**src/rtl/im2col_pkg.sv**
```systemverilog
package im2col_pkg;

  localparam int MAX_CHANNELS_DEF = 1024;
  localparam int MAX_DIM_DEF      = 256;
  localparam int MAX_KERNEL_DEF   = 16;

  localparam int CFG_IDX_W   = 3;
  localparam int CFG_DATA_W  = 10;
  localparam int DIM_W       = 9;
  localparam int KER_W       = 5;
  localparam int PAD_W       = 4;
  localparam int OUTDIM_W    = 10;
  localparam int CHCNT_W     = 11;
  localparam int SRC_W       = 28;
  localparam int COLIDX_W    = 36;
  localparam int IN_TDATA_W  = 16;
  localparam int OUT_TDATA_W = 64;

  // register indexes on the configuration channel
  localparam logic [CFG_IDX_W-1:0] REG_IN_HEIGHT     = 3'd0;
  localparam logic [CFG_IDX_W-1:0] REG_IN_WIDTH      = 3'd1;
  localparam logic [CFG_IDX_W-1:0] REG_KERNEL_HEIGHT = 3'd2;
  localparam logic [CFG_IDX_W-1:0] REG_KERNEL_WIDTH  = 3'd3;
  localparam logic [CFG_IDX_W-1:0] REG_PAD_HEIGHT    = 3'd4;
  localparam logic [CFG_IDX_W-1:0] REG_PAD_WIDTH     = 3'd5;
  localparam logic [CFG_IDX_W-1:0] REG_OUT_HEIGHT    = 3'd6;
  localparam logic [CFG_IDX_W-1:0] REG_OUT_WIDTH     = 3'd7;

  // input kind codes
  localparam logic KIND_START = 1'b0;
  localparam logic KIND_STEP  = 1'b1;

  typedef struct packed {
    logic start;
    logic step;
    logic mul_a;
    logic mul_b;
    logic load;
  } ctrl_cmd_t;

  typedef struct packed {
    logic active;
    logic out_free;
  } dp_status_t;

  // zero acts as one, oversize saturates
  function automatic logic [31:0] clamp_size(input logic [31:0] v, input logic [31:0] hi);
    logic [31:0] r;
    if (v == 32'd0) begin
      r = 32'd1;
    end else if (v > hi) begin
      r = hi;
    end else begin
      r = v;
    end
    return r;
  endfunction

  // counter at or past its limit minus one
  function automatic logic at_end(input logic [31:0] idx, input logic [31:0] limit);
    return ({1'b0, idx} + 33'd1) >= {1'b0, limit};
  endfunction

endpackage

```
**src/rtl/im2col_ctrl.sv**
```systemverilog
module im2col_ctrl (
  input  logic                   clk,
  input  logic                   rst_n,
  input  logic                   in_tvalid,
  input  logic                   in_kind,
  output logic                   in_tready,
  input  im2col_pkg::dp_status_t status,
  output im2col_pkg::ctrl_cmd_t  cmd
);

  typedef enum logic [3:0] {
    S_IDLE  = 4'b0001,
    S_MUL_A = 4'b0010,
    S_MUL_B = 4'b0100,
    S_LOAD  = 4'b1000
  } state_t;

  state_t state_r, state_nxt;
  logic   accept;

  assign in_tready = (state_r == S_IDLE);
  assign accept    = in_tvalid && in_tready;

  always_comb begin
    state_nxt = state_r;
    cmd       = '0;
    case (state_r)
      S_IDLE: begin
        if (accept) begin
          if (in_kind == im2col_pkg::KIND_START) begin
            cmd.start = 1'b1;
          end else if (status.active) begin
            cmd.step  = 1'b1;
            state_nxt = S_MUL_A;
          end
        end
      end
      S_MUL_A: begin
        cmd.mul_a = 1'b1;
        state_nxt = S_MUL_B;
      end
      S_MUL_B: begin
        cmd.mul_b = 1'b1;
        state_nxt = S_LOAD;
      end
      S_LOAD: begin
        // wait here until the output register can take the result
        if (status.out_free) begin
          cmd.load  = 1'b1;
          state_nxt = S_IDLE;
        end
      end
      default: begin
        state_nxt = S_IDLE;
      end
    endcase
  end

  always_ff @(posedge clk) begin
    if (!rst_n) begin
      state_r <= S_IDLE;
    end else begin
      state_r <= state_nxt;
    end
  end

endmodule

```
**src/rtl/im2col_datapath.sv**
```systemverilog
module im2col_datapath #(
  parameter int MAX_CHANNELS = im2col_pkg::MAX_CHANNELS_DEF,
  parameter int MAX_DIM      = im2col_pkg::MAX_DIM_DEF,
  parameter int MAX_KERNEL   = im2col_pkg::MAX_KERNEL_DEF
) (
  input  logic                                clk,
  input  logic                                rst_n,
  input  logic                                cfg_write,
  input  logic [im2col_pkg::CFG_IDX_W-1:0]    cfg_index,
  input  logic [im2col_pkg::CFG_DATA_W-1:0]   cfg_data,
  input  logic [im2col_pkg::CHCNT_W-1:0]      channel_count,
  input  im2col_pkg::ctrl_cmd_t               cmd,
  output im2col_pkg::dp_status_t              status,
  input  logic                                out_tready,
  output logic                                out_tvalid,
  output logic [im2col_pkg::SRC_W-1:0]        out_source_address,
  output logic                                out_is_padding,
  output logic [im2col_pkg::COLIDX_W-1:0]     out_col_index,
  output logic                                out_last
);

  localparam int CIDXW = (MAX_CHANNELS > 1) ? $clog2(MAX_CHANNELS) : 1;
  localparam int KIDXW = (MAX_KERNEL > 1) ? $clog2(MAX_KERNEL) : 1;
  localparam int OIDXW = $clog2(2 * MAX_DIM);
  localparam int IDXMX = (OIDXW > KIDXW) ? OIDXW : KIDXW;
  localparam int ROWW  = ((IDXMX > im2col_pkg::DIM_W) ? IDXMX : im2col_pkg::DIM_W) + 2;
  localparam int P1W   = CIDXW + im2col_pkg::DIM_W;
  localparam int P2W   = P1W + 1 + im2col_pkg::DIM_W;
  localparam logic [31:0] LIM_CH  = 32'(MAX_CHANNELS);
  localparam logic [31:0] LIM_DIM = 32'(MAX_DIM);
  localparam logic [31:0] LIM_OUT = 32'(2 * MAX_DIM);
  localparam logic [31:0] LIM_KER = 32'(MAX_KERNEL);

  logic [im2col_pkg::DIM_W-1:0]    in_height_r, in_width_r;
  logic [im2col_pkg::KER_W-1:0]    kernel_height_r, kernel_width_r;
  logic [im2col_pkg::PAD_W-1:0]    pad_height_r, pad_width_r;
  logic [im2col_pkg::OUTDIM_W-1:0] out_height_r, out_width_r;

  logic                            active_r;
  logic [im2col_pkg::CHCNT_W-1:0]  channels_total_r;
  logic [CIDXW-1:0]                chan_idx_r;
  logic [KIDXW-1:0]                krow_idx_r, kcol_idx_r;
  logic [OIDXW-1:0]                orow_idx_r, ocol_idx_r;
  logic [im2col_pkg::COLIDX_W-1:0] emitted_count_r;

  logic [im2col_pkg::DIM_W-1:0]    st_row_r, st_col_r;
  logic [CIDXW-1:0]                st_chan_r;
  logic                            st_pad_r, st_last_r;
  logic [im2col_pkg::COLIDX_W-1:0] st_colidx_r;
  logic [P1W-1:0]                  prod1_r;
  logic [P2W-1:0]                  prod2_r;

  logic                            out_valid_r;
  logic [im2col_pkg::SRC_W-1:0]    out_src_r;
  logic                            out_pad_r, out_last_r;
  logic [im2col_pkg::COLIDX_W-1:0] out_colidx_r;

  logic [im2col_pkg::DIM_W-1:0]    ih, iw;
  logic [im2col_pkg::KER_W-1:0]    kh, kw;
  logic [im2col_pkg::OUTDIM_W-1:0] oh, ow;
  logic [im2col_pkg::CHCNT_W-1:0]  ch;
  logic signed [ROWW-1:0]          row_s, col_s;
  logic                            pad, last;
  logic                            end_ocol, end_orow, end_kcol, end_krow, end_chan;
  logic [P1W:0]                    rowsum;
  logic [P2W:0]                    srcsum;

  always_comb begin
    ih = im2col_pkg::DIM_W'(im2col_pkg::clamp_size(32'(in_height_r), LIM_DIM));
    iw = im2col_pkg::DIM_W'(im2col_pkg::clamp_size(32'(in_width_r), LIM_DIM));
    kh = im2col_pkg::KER_W'(im2col_pkg::clamp_size(32'(kernel_height_r), LIM_KER));
    kw = im2col_pkg::KER_W'(im2col_pkg::clamp_size(32'(kernel_width_r), LIM_KER));
    oh = im2col_pkg::OUTDIM_W'(im2col_pkg::clamp_size(32'(out_height_r), LIM_OUT));
    ow = im2col_pkg::OUTDIM_W'(im2col_pkg::clamp_size(32'(out_width_r), LIM_OUT));
    ch = im2col_pkg::CHCNT_W'(im2col_pkg::clamp_size(32'(channels_total_r), LIM_CH));

    row_s = $signed(ROWW'(orow_idx_r)) + $signed(ROWW'(krow_idx_r))
          - $signed(ROWW'(pad_height_r));
    col_s = $signed(ROWW'(ocol_idx_r)) + $signed(ROWW'(kcol_idx_r))
          - $signed(ROWW'(pad_width_r));
    pad = (row_s < 0) || (row_s >= $signed(ROWW'(ih)))
       || (col_s < 0) || (col_s >= $signed(ROWW'(iw)));

    end_ocol = im2col_pkg::at_end(32'(ocol_idx_r), 32'(ow));
    end_orow = im2col_pkg::at_end(32'(orow_idx_r), 32'(oh));
    end_kcol = im2col_pkg::at_end(32'(kcol_idx_r), 32'(kw));
    end_krow = im2col_pkg::at_end(32'(krow_idx_r), 32'(kh));
    end_chan = im2col_pkg::at_end(32'(chan_idx_r), 32'(ch));
    last = end_ocol && end_orow && end_kcol && end_krow && end_chan;

    rowsum = (P1W + 1)'(prod1_r) + (P1W + 1)'(st_row_r);
    srcsum = (P2W + 1)'(prod2_r) + (P2W + 1)'(st_col_r);
  end

  assign status.active   = active_r;
  assign status.out_free = !out_valid_r || out_tready;

  // configuration registers
  always_ff @(posedge clk) begin
    if (!rst_n) begin
      in_height_r     <= im2col_pkg::DIM_W'(1);
      in_width_r      <= im2col_pkg::DIM_W'(1);
      kernel_height_r <= im2col_pkg::KER_W'(1);
      kernel_width_r  <= im2col_pkg::KER_W'(1);
      pad_height_r    <= '0;
      pad_width_r     <= '0;
      out_height_r    <= im2col_pkg::OUTDIM_W'(1);
      out_width_r     <= im2col_pkg::OUTDIM_W'(1);
    end else if (cfg_write) begin
      case (cfg_index)
        im2col_pkg::REG_IN_HEIGHT:     in_height_r     <= cfg_data[im2col_pkg::DIM_W-1:0];
        im2col_pkg::REG_IN_WIDTH:      in_width_r      <= cfg_data[im2col_pkg::DIM_W-1:0];
        im2col_pkg::REG_KERNEL_HEIGHT: kernel_height_r <= cfg_data[im2col_pkg::KER_W-1:0];
        im2col_pkg::REG_KERNEL_WIDTH:  kernel_width_r  <= cfg_data[im2col_pkg::KER_W-1:0];
        im2col_pkg::REG_PAD_HEIGHT:    pad_height_r    <= cfg_data[im2col_pkg::PAD_W-1:0];
        im2col_pkg::REG_PAD_WIDTH:     pad_width_r     <= cfg_data[im2col_pkg::PAD_W-1:0];
        im2col_pkg::REG_OUT_HEIGHT:    out_height_r    <= cfg_data;
        im2col_pkg::REG_OUT_WIDTH:     out_width_r     <= cfg_data;
        default: begin
        end
      endcase
    end
  end

  // sequence counters
  always_ff @(posedge clk) begin
    if (!rst_n) begin
      active_r         <= 1'b0;
      channels_total_r <= '0;
      chan_idx_r       <= '0;
      krow_idx_r       <= '0;
      kcol_idx_r       <= '0;
      orow_idx_r       <= '0;
      ocol_idx_r       <= '0;
      emitted_count_r  <= '0;
    end else if (cmd.start) begin
      active_r         <= 1'b1;
      channels_total_r <= im2col_pkg::CHCNT_W'(
                            im2col_pkg::clamp_size(32'(channel_count), LIM_CH));
      chan_idx_r       <= '0;
      krow_idx_r       <= '0;
      kcol_idx_r       <= '0;
      orow_idx_r       <= '0;
      ocol_idx_r       <= '0;
      emitted_count_r  <= '0;
    end else if (cmd.step) begin
      emitted_count_r <= emitted_count_r + 1'b1;
      if (last) begin
        active_r <= 1'b0;
      end
      ocol_idx_r <= end_ocol ? '0 : ocol_idx_r + 1'b1;
      if (end_ocol) begin
        orow_idx_r <= end_orow ? '0 : orow_idx_r + 1'b1;
        if (end_orow) begin
          kcol_idx_r <= end_kcol ? '0 : kcol_idx_r + 1'b1;
          if (end_kcol) begin
            krow_idx_r <= end_krow ? '0 : krow_idx_r + 1'b1;
            if (end_krow) begin
              chan_idx_r <= end_chan ? '0 : chan_idx_r + 1'b1;
            end
          end
        end
      end
    end
  end

  // address arithmetic, one multiply per cycle; padding forces every term to zero
  always_ff @(posedge clk) begin
    if (cmd.step) begin
      st_pad_r    <= pad;
      st_last_r   <= last;
      st_colidx_r <= emitted_count_r;
      st_row_r    <= pad ? '0 : row_s[im2col_pkg::DIM_W-1:0];
      st_col_r    <= pad ? '0 : col_s[im2col_pkg::DIM_W-1:0];
      st_chan_r   <= pad ? '0 : chan_idx_r;
    end
    if (cmd.mul_a) begin
      prod1_r <= P1W'(st_chan_r) * P1W'(ih);
    end
    if (cmd.mul_b) begin
      prod2_r <= P2W'(rowsum) * P2W'(iw);
    end
  end

  // output register
  always_ff @(posedge clk) begin
    if (!rst_n) begin
      out_valid_r <= 1'b0;
    end else if (cmd.load) begin
      out_valid_r <= 1'b1;
    end else if (out_tready) begin
      out_valid_r <= 1'b0;
    end
  end

  always_ff @(posedge clk) begin
    if (cmd.load) begin
      out_src_r    <= im2col_pkg::SRC_W'(srcsum);
      out_pad_r    <= st_pad_r;
      out_colidx_r <= st_colidx_r;
      out_last_r   <= st_last_r;
    end
  end

  assign out_tvalid         = out_valid_r;
  assign out_source_address = out_src_r;
  assign out_is_padding     = out_pad_r;
  assign out_col_index      = out_colidx_r;
  assign out_last           = out_last_r;

endmodule

```
**src/rtl/im2col_address_generator.sv**
```systemverilog
// channel | direction | handshake           | payload
// in_     | slave     | in_tvalid/in_tready   | tdata: channel_count, tuser: kind
// out_    | master    | out_tvalid/out_tready | tdata: source_address, col_index;
//         |           |                       | tuser: is_padding, tlast: last
// cfg_    | slave     | cfg_valid/cfg_ready   | cfg_index, cfg_data
//
// a step transaction passes through accept, channel times height multiply,
// row times width multiply, then the final add into the output register.
// a start transaction is complete once accepted; a step while idle is dropped.
// reset is synchronous and active low; no clearing pass is needed.
// a stalled output holds the sequencer in its load state; cfg_ready is always high.
module im2col_address_generator #(
  parameter int MAX_CHANNELS = im2col_pkg::MAX_CHANNELS_DEF,
  parameter int MAX_DIM      = im2col_pkg::MAX_DIM_DEF,
  parameter int MAX_KERNEL   = im2col_pkg::MAX_KERNEL_DEF
) (
  input  logic                                 clk,
  input  logic                                 rst_n,
  input  logic                                 in_tvalid,
  output logic                                 in_tready,
  input  logic [im2col_pkg::IN_TDATA_W-1:0]    in_tdata,   // [10:0] channel_count
  input  logic                                 in_tuser,   // [0] kind
  output logic                                 out_tvalid,
  input  logic                                 out_tready,
  output logic [im2col_pkg::OUT_TDATA_W-1:0]   out_tdata,  // [27:0] source_address, [63:28] col_index
  output logic                                 out_tuser,  // [0] is_padding
  output logic                                 out_tlast,
  input  logic                                 cfg_valid,
  output logic                                 cfg_ready,
  input  logic [im2col_pkg::CFG_IDX_W-1:0]     cfg_index,
  input  logic [im2col_pkg::CFG_DATA_W-1:0]    cfg_data
);

  im2col_pkg::ctrl_cmd_t           cmd;
  im2col_pkg::dp_status_t          status;
  logic [im2col_pkg::SRC_W-1:0]    source_address;
  logic [im2col_pkg::COLIDX_W-1:0] col_index;

  assign cfg_ready = 1'b1;

  im2col_ctrl u_ctrl (
    .clk       (clk),
    .rst_n     (rst_n),
    .in_tvalid (in_tvalid),
    .in_kind   (in_tuser),
    .in_tready (in_tready),
    .status    (status),
    .cmd       (cmd)
  );

  im2col_datapath #(
    .MAX_CHANNELS (MAX_CHANNELS),
    .MAX_DIM      (MAX_DIM),
    .MAX_KERNEL   (MAX_KERNEL)
  ) u_datapath (
    .clk                (clk),
    .rst_n              (rst_n),
    .cfg_write          (cfg_valid && cfg_ready),
    .cfg_index          (cfg_index),
    .cfg_data           (cfg_data),
    .channel_count      (in_tdata[im2col_pkg::CHCNT_W-1:0]),
    .cmd                (cmd),
    .status             (status),
    .out_tready         (out_tready),
    .out_tvalid         (out_tvalid),
    .out_source_address (source_address),
    .out_is_padding     (out_tuser),
    .out_col_index      (col_index),
    .out_last           (out_tlast)
  );

  assign out_tdata = {col_index, source_address};

endmodule

```
**config.mk**
```make
export PLATFORM = sky130hd
export DESIGN_NAME = im2col_address_generator
export DESIGN_NICKNAME = d
export VERILOG_FILES = /design/src/rtl/im2col_pkg.sv /design/src/rtl/im2col_ctrl.sv /design/src/rtl/im2col_datapath.sv /design/src/rtl/im2col_address_generator.sv
export SDC_FILE = /design/constraint.sdc
export NUM_CORES = 1
export LEC_CHECK = 0
export BUFFER_PORTS_ARGS = -buffer_cell sky130_fd_sc_hd__buf_2
export CAP_MARGIN = 20
export CORE_MARGIN = 10
export CORE_UTILIZATION = 57
export CTS_CLUSTER_DIAMETER = 120
export DETAILED_ROUTE_END_ITERATION = 6
export GPL_TIMING_DRIVEN = 0
export PLACE_DENSITY = 0.81
export REMOVE_ABC_BUFFERS = 1
export SLEW_MARGIN = 0
export SYNTH_ARGS = -nofsm -noshare
export SYNTH_HDL_FRONTEND = slang
export SYNTH_SLANG_ARGS = --single-unit
```
**constraint.sdc**
```tcl
create_clock -name clk -period 9.1 [get_ports clk]
set_input_delay 0.91 -clock clk [delete_from_list [all_inputs] [get_ports clk]]
set_output_delay 0.91 -clock clk [all_outputs]
set_load 0.005 [all_outputs]
```
==> results.md <==
- Status: finished, final reports clean
- Area of the core: 42000 um^2
- Number of enable-type register cells in the synthesized netlist: 179
- Yosys reg bits: 324
- Total design power: 3.37 mW
- Class of the tightest hold or removal check: reg -> reg
- Final setup viols: 0
- Clk_lat worst skew: 550 ps
- End-of-flow core utilization: 63.1%
- Setup repair after global routing missed its margin: false
- Maximum clock frequency: 130 MHz
- Number of antenna violations at the first check in global routing: 0
- Number of iterations in the first detailed-routing pass: 6
- Worst-case reg-to-reg path depth: 23
- Share of the synthesized area in the top cell type: 22.1%
- IR drop worst, VDD: 0.118 mV
- Internal power component: 2.52 mW
- Count of unique library cells instantiated by Yosys: 74
- CTS tree: yes
- Routed vias: 17900
- Slew at the pin with the worst max-slew slack: 1060 ps
- Per-cell via count in the routed design: 5.65
- Areal power density over the cells: 127 nW/um^2
- Critical path, cell by cell: ha_1 > fa_1 > a21o_1 > a21oi_1 > o21ai_0 > nor2b_1 > o31ai_1 > xnor2_1 > nand2_1 > fa_1 > inv_1 > fa_1 > fa_1 > inv_1 > fa_1 > inv_1 > ha_1 > a2111oi_0 > a211o_1 > a21oi_1 > a2111oi_0 > o31ai_1 > xor2_1
- Post-Syn Area: about 24000 um^2
- Most prevalent standard cell on the critical path: sky130_fd_sc_hd__fa_1
- CTS sink cnt: 324
- Die Span Y: ~230 um
- Reg2reg end: u_datapath.prod2_r[21]$_DFFE_PP_
- Cell types with the highest counts after synthesis: sky130_fd_sc_hd__nand2_1, sky130_fd_sc_hd__inv_1, sky130_fd_sc_hd__ha_1, sky130_fd_sc_hd__fa_1, sky130_fd_sc_hd__nor2_1
- Final WL: about 52 mm
- Setup skew after layout: around 22 ps
- PostCTS Resize Cnt: 0
- Post-DP HPWL: 40.4 mm
- Async S/R FF share, synth: 0%
- Post-Place Setup Slack: 1620 ps
- GPL Wtd Cong: around 0.89
- Max-slew violation total from the final report: 0
- Area added between synthesis and finish: 9.03%
- All-layer global routing usage: 20.4%
- Sequential group share of total power: 46.6%
- Setup WS post-layout: about 1400 ps
- Power spent charging and discharging nets: 0.852 mW
- Worst Setup Path Type: reg -> reg
- Cell Rows: 75
- TritonCTS buffer count: 37
- Total leakage power: 11.5 nW
- H-Tree Level Count: 2
- Area of placed instances: 25400 um^2
- Number of synthesis warnings: 0
- Top-level port count: 104
- Final Critical Period: 7670 ps
- Final net count: approximately 3000
- Worst R2R Start: u_datapath.prod1_r[0]$_DFFE_PN_
- Count of filler cells inserted in the layout: between 3000 and 4000
- Synth Instances: approximately 2500
- Share of final-layout standard cells stronger than drive strength 1: 7.10%
- Arrival time of the worst setup path: 7940 ps
- Port Buf Inserts: 97
- Via count of the first global-routing pass: 18400
- Element type at the critical path start: register
- Most used flip-flop cell after synthesis: sky130_fd_sc_hd__edfxtp_1
- # Post-CTS Setup Buffers: 0
- Fin area: 26500 um^2
- Max-Slew Margin vs Limit: between 20 and 30%
- Number of violations reported at the end of detailed-routing iteration 0: 1288
- Clock-pin slew reported for the worst setup and hold paths after clock tree synthesis: 60 ps
- Switching fraction of total power: approximately a quarter
- Die outline area: 51400 um^2
- Crit path required time: between 9000 and 10000 ps
- Max cap viols: 0
- Initial standard-cell utilization of the core: 57.9%
- Path length in cells of the critical path: 23
- Clock tree root buffer cell: sky130_fd_sc_hd__clkbuf_16
- Routed length per instance: 16.5 um
- Residual antenna-violating net count after detailed routing: 0
- Synth Area per Inst: 9.60 um^2
- Critical Path End Type: register
- Post-Route Setup TNS: 0 ps
- Share of the clock period used by the worst path after layout: 84.2%
- Share of the yosys chip area belonging to registers: 34.0%
- Reg2Reg Setup Slack: 1430 ps
- End point of the critical path: u_datapath.prod2_r[21]$_DFFE_PP_
- Pin count of the biggest net entering global routing: 68
- Number of antenna diodes: 0
- CP peak stage delay: around 720 ps
- Combinational cell fraction of total power: 11.7%
- Crit path buffers/inverters: 3
- Hold-fix buffers at CTS: 0
- Library cell with the highest instance count after synthesis: sky130_fd_sc_hd__nand2_1
- Critical path launch point: u_datapath.prod1_r[0]$_DFFE_PN_
- Largest fanout of any net on the critical path: 9
- Final hold violation count: 0
- Final routed DRC violation total: 0
- Chip Width: ~230 um
- Clock Path Buffers: 3
- Leftover overflow at the end of global routing: 0
- Proportion of power drawn by the clock network: 41.7%
- Slowest CP cell: sky130_fd_sc_hd__a2111oi_0
- Global-route wire length before repair: 86.7 mm
- Cell taking the most area after synthesis: sky130_fd_sc_hd__edfxtp_1
- Family with the most delay on the worst path: adder cells
- Top cells by area, synth: sky130_fd_sc_hd__edfxtp_1, sky130_fd_sc_hd__fa_1, sky130_fd_sc_hd__dfxtp_1, sky130_fd_sc_hd__ha_1, sky130_fd_sc_hd__nand2_1
state kept, by name, summed over array words and instances, names as in the netlist, 5 cells and up:
| register | cells |
|---|---|
| u_datapath.out_width_r | 10 |
| u_datapath.st_col_r | 9 |
| u_datapath.st_row_r | 9 |
| u_datapath.st_colidx_r | 36 |
| u_datapath.ocol_idx_r | 9 |
| u_datapath.kernel_width_r | 5 |
| u_datapath.out_height_r | 10 |
| u_datapath.prod2_r | 28 |
| u_datapath.in_height_r | 9 |
| u_datapath.out_source_address | 28 |
| u_datapath.out_col_index | 36 |
| u_datapath.in_width_r | 9 |
| u_datapath.channels_total_r | 11 |
| u_datapath.kernel_height_r | 5 |
| u_datapath.chan_idx_r | 10 |
| u_datapath.emitted_count_r | 36 |
| u_datapath.st_chan_r | 10 |
| u_datapath.prod1_r | 19 |
| u_datapath.orow_idx_r | 9 |
layout by cell type (no fill, tap or decap), types with 47 or more instances in the layout:
cell type                  instances
sky130_fd_sc_hd__nor2b_1          47
sky130_fd_sc_hd__inv_1           312
sky130_fd_sc_hd__ha_1            201
sky130_fd_sc_hd__buf_2            97
sky130_fd_sc_hd__nand2_1         329
sky130_fd_sc_hd__a21oi_1          95
sky130_fd_sc_hd__xnor2_1         100
sky130_fd_sc_hd__nor2_1          186
sky130_fd_sc_hd__dfxtp_1         145
sky130_fd_sc_hd__o21ai_0          67
sky130_fd_sc_hd__xor2_1           54
sky130_fd_sc_hd__and2_1           99
sky130_fd_sc_hd__fa_1            193
sky130_fd_sc_hd__edfxtp_1        179
sky130_fd_sc_hd__nand3_1          52
metal layers:
layer | share of wire [%] | wire, um | track usage (%)
met3 | 5.6 | 2910 | 2.91
met4 | 3.2 | 1680 | 8.01
met2 | 50 | 25900 | 35.6
met5 | 0 | 0 | 0
met1 | 42 | 21800 | 25.0
worst min-delay path by stage:
stage,from,endpoint,slack [ps],depth (start not counted)
2_1_floorplan,u_datapath.st_colidx_r[0]$_DFFE_PP_,u_datapath.out_col_index[0]$_DFFE_PP_,400,0
4_1_cts,u_datapath.st_colidx_r[13]$_DFFE_PP_,u_datapath.out_col_index[13]$_DFFE_PP_,420,0
3_5_place_dp,u_datapath.st_colidx_r[28]$_DFFE_PP_,u_datapath.out_col_index[28]$_DFFE_PP_,410,0
5_1_grt,u_datapath.st_colidx_r[13]$_DFFE_PP_,u_datapath.out_col_index[13]$_DFFE_PP_,420,0
3_3_place_gp,u_datapath.st_colidx_r[22]$_DFFE_PP_,u_datapath.out_col_index[22]$_DFFE_PP_,400,0
6_report,u_datapath.st_colidx_r[16]$_DFFE_PP_,u_datapath.out_col_index[16]$_DFFE_PP_,420,0
logic make-up after synthesis:
kind of cell	Yosys count	synth area share, %
compound gates	340	9.07
fa+ha+maj	395	26.2
flops	324	34.0
buf+inv	396	6.18
other cells	1	0.0154
mux	21	0.864
xor+xnor	154	5.54
simple gates	904	18.1
cell type report:
| class | count | area (um^2) | share of cell area [%] |
|---|---|---|---|
| Sequential cell | 324 | 8280 | 31.2 |
| Inverter | 316 | 1190 | 4.47 |
| Clock inverter | 19 | 145 | 0.547 |
| Tap cell | 539 | 674 | 2.54 |
| Multi-Input combinational cell | 1815 | 14600 | 55.0 |
| Timing Repair Buffer | 110 | 663 | 2.50 |
| Clock buffer | 49 | 1000 | 3.78 |
worst reg2reg max path, cell delays in order, from the launching register on:
cell                        delay, ps
sky130_fd_sc_hd__edfxtp_1         390
sky130_fd_sc_hd__ha_1             240
sky130_fd_sc_hd__fa_1             400
sky130_fd_sc_hd__a21o_1           170
sky130_fd_sc_hd__a21oi_1          380
sky130_fd_sc_hd__o21ai_0          220
sky130_fd_sc_hd__nor2b_1          190
sky130_fd_sc_hd__o31ai_1          260
sky130_fd_sc_hd__xnor2_1          420
sky130_fd_sc_hd__nand2_1          150
sky130_fd_sc_hd__fa_1             500
sky130_fd_sc_hd__inv_1             50
sky130_fd_sc_hd__fa_1             480
sky130_fd_sc_hd__fa_1             490
sky130_fd_sc_hd__inv_1             50
sky130_fd_sc_hd__fa_1             520
sky130_fd_sc_hd__inv_1             40
sky130_fd_sc_hd__ha_1             360
sky130_fd_sc_hd__a2111oi_0        640
sky130_fd_sc_hd__a211o_1          270
sky130_fd_sc_hd__a21oi_1           80
sky130_fd_sc_hd__a2111oi_0        720
sky130_fd_sc_hd__o31ai_1          180
sky130_fd_sc_hd__xor2_1           170
through the flow:
step                hold slack, ps  std cells
global route                   421       3172
floorplan                      400       2455
finish                         416       3172
CTS                            419       3171
detailed placement             406       3103
global placement               401       3091
power groups by stage:
stage	Clock, mW	Sequential, mW	Combinational, mW
2_1_floorplan	0	1.60	0.278
3_3_place_gp	0	1.60	0.365
3_5_place_dp	0	1.60	0.389
4_1_cts	1.43	1.57	0.392
5_1_grt	1.49	1.57	0.447
6_report	1.40	1.57	0.394
(Power assumes the default switching activity.)
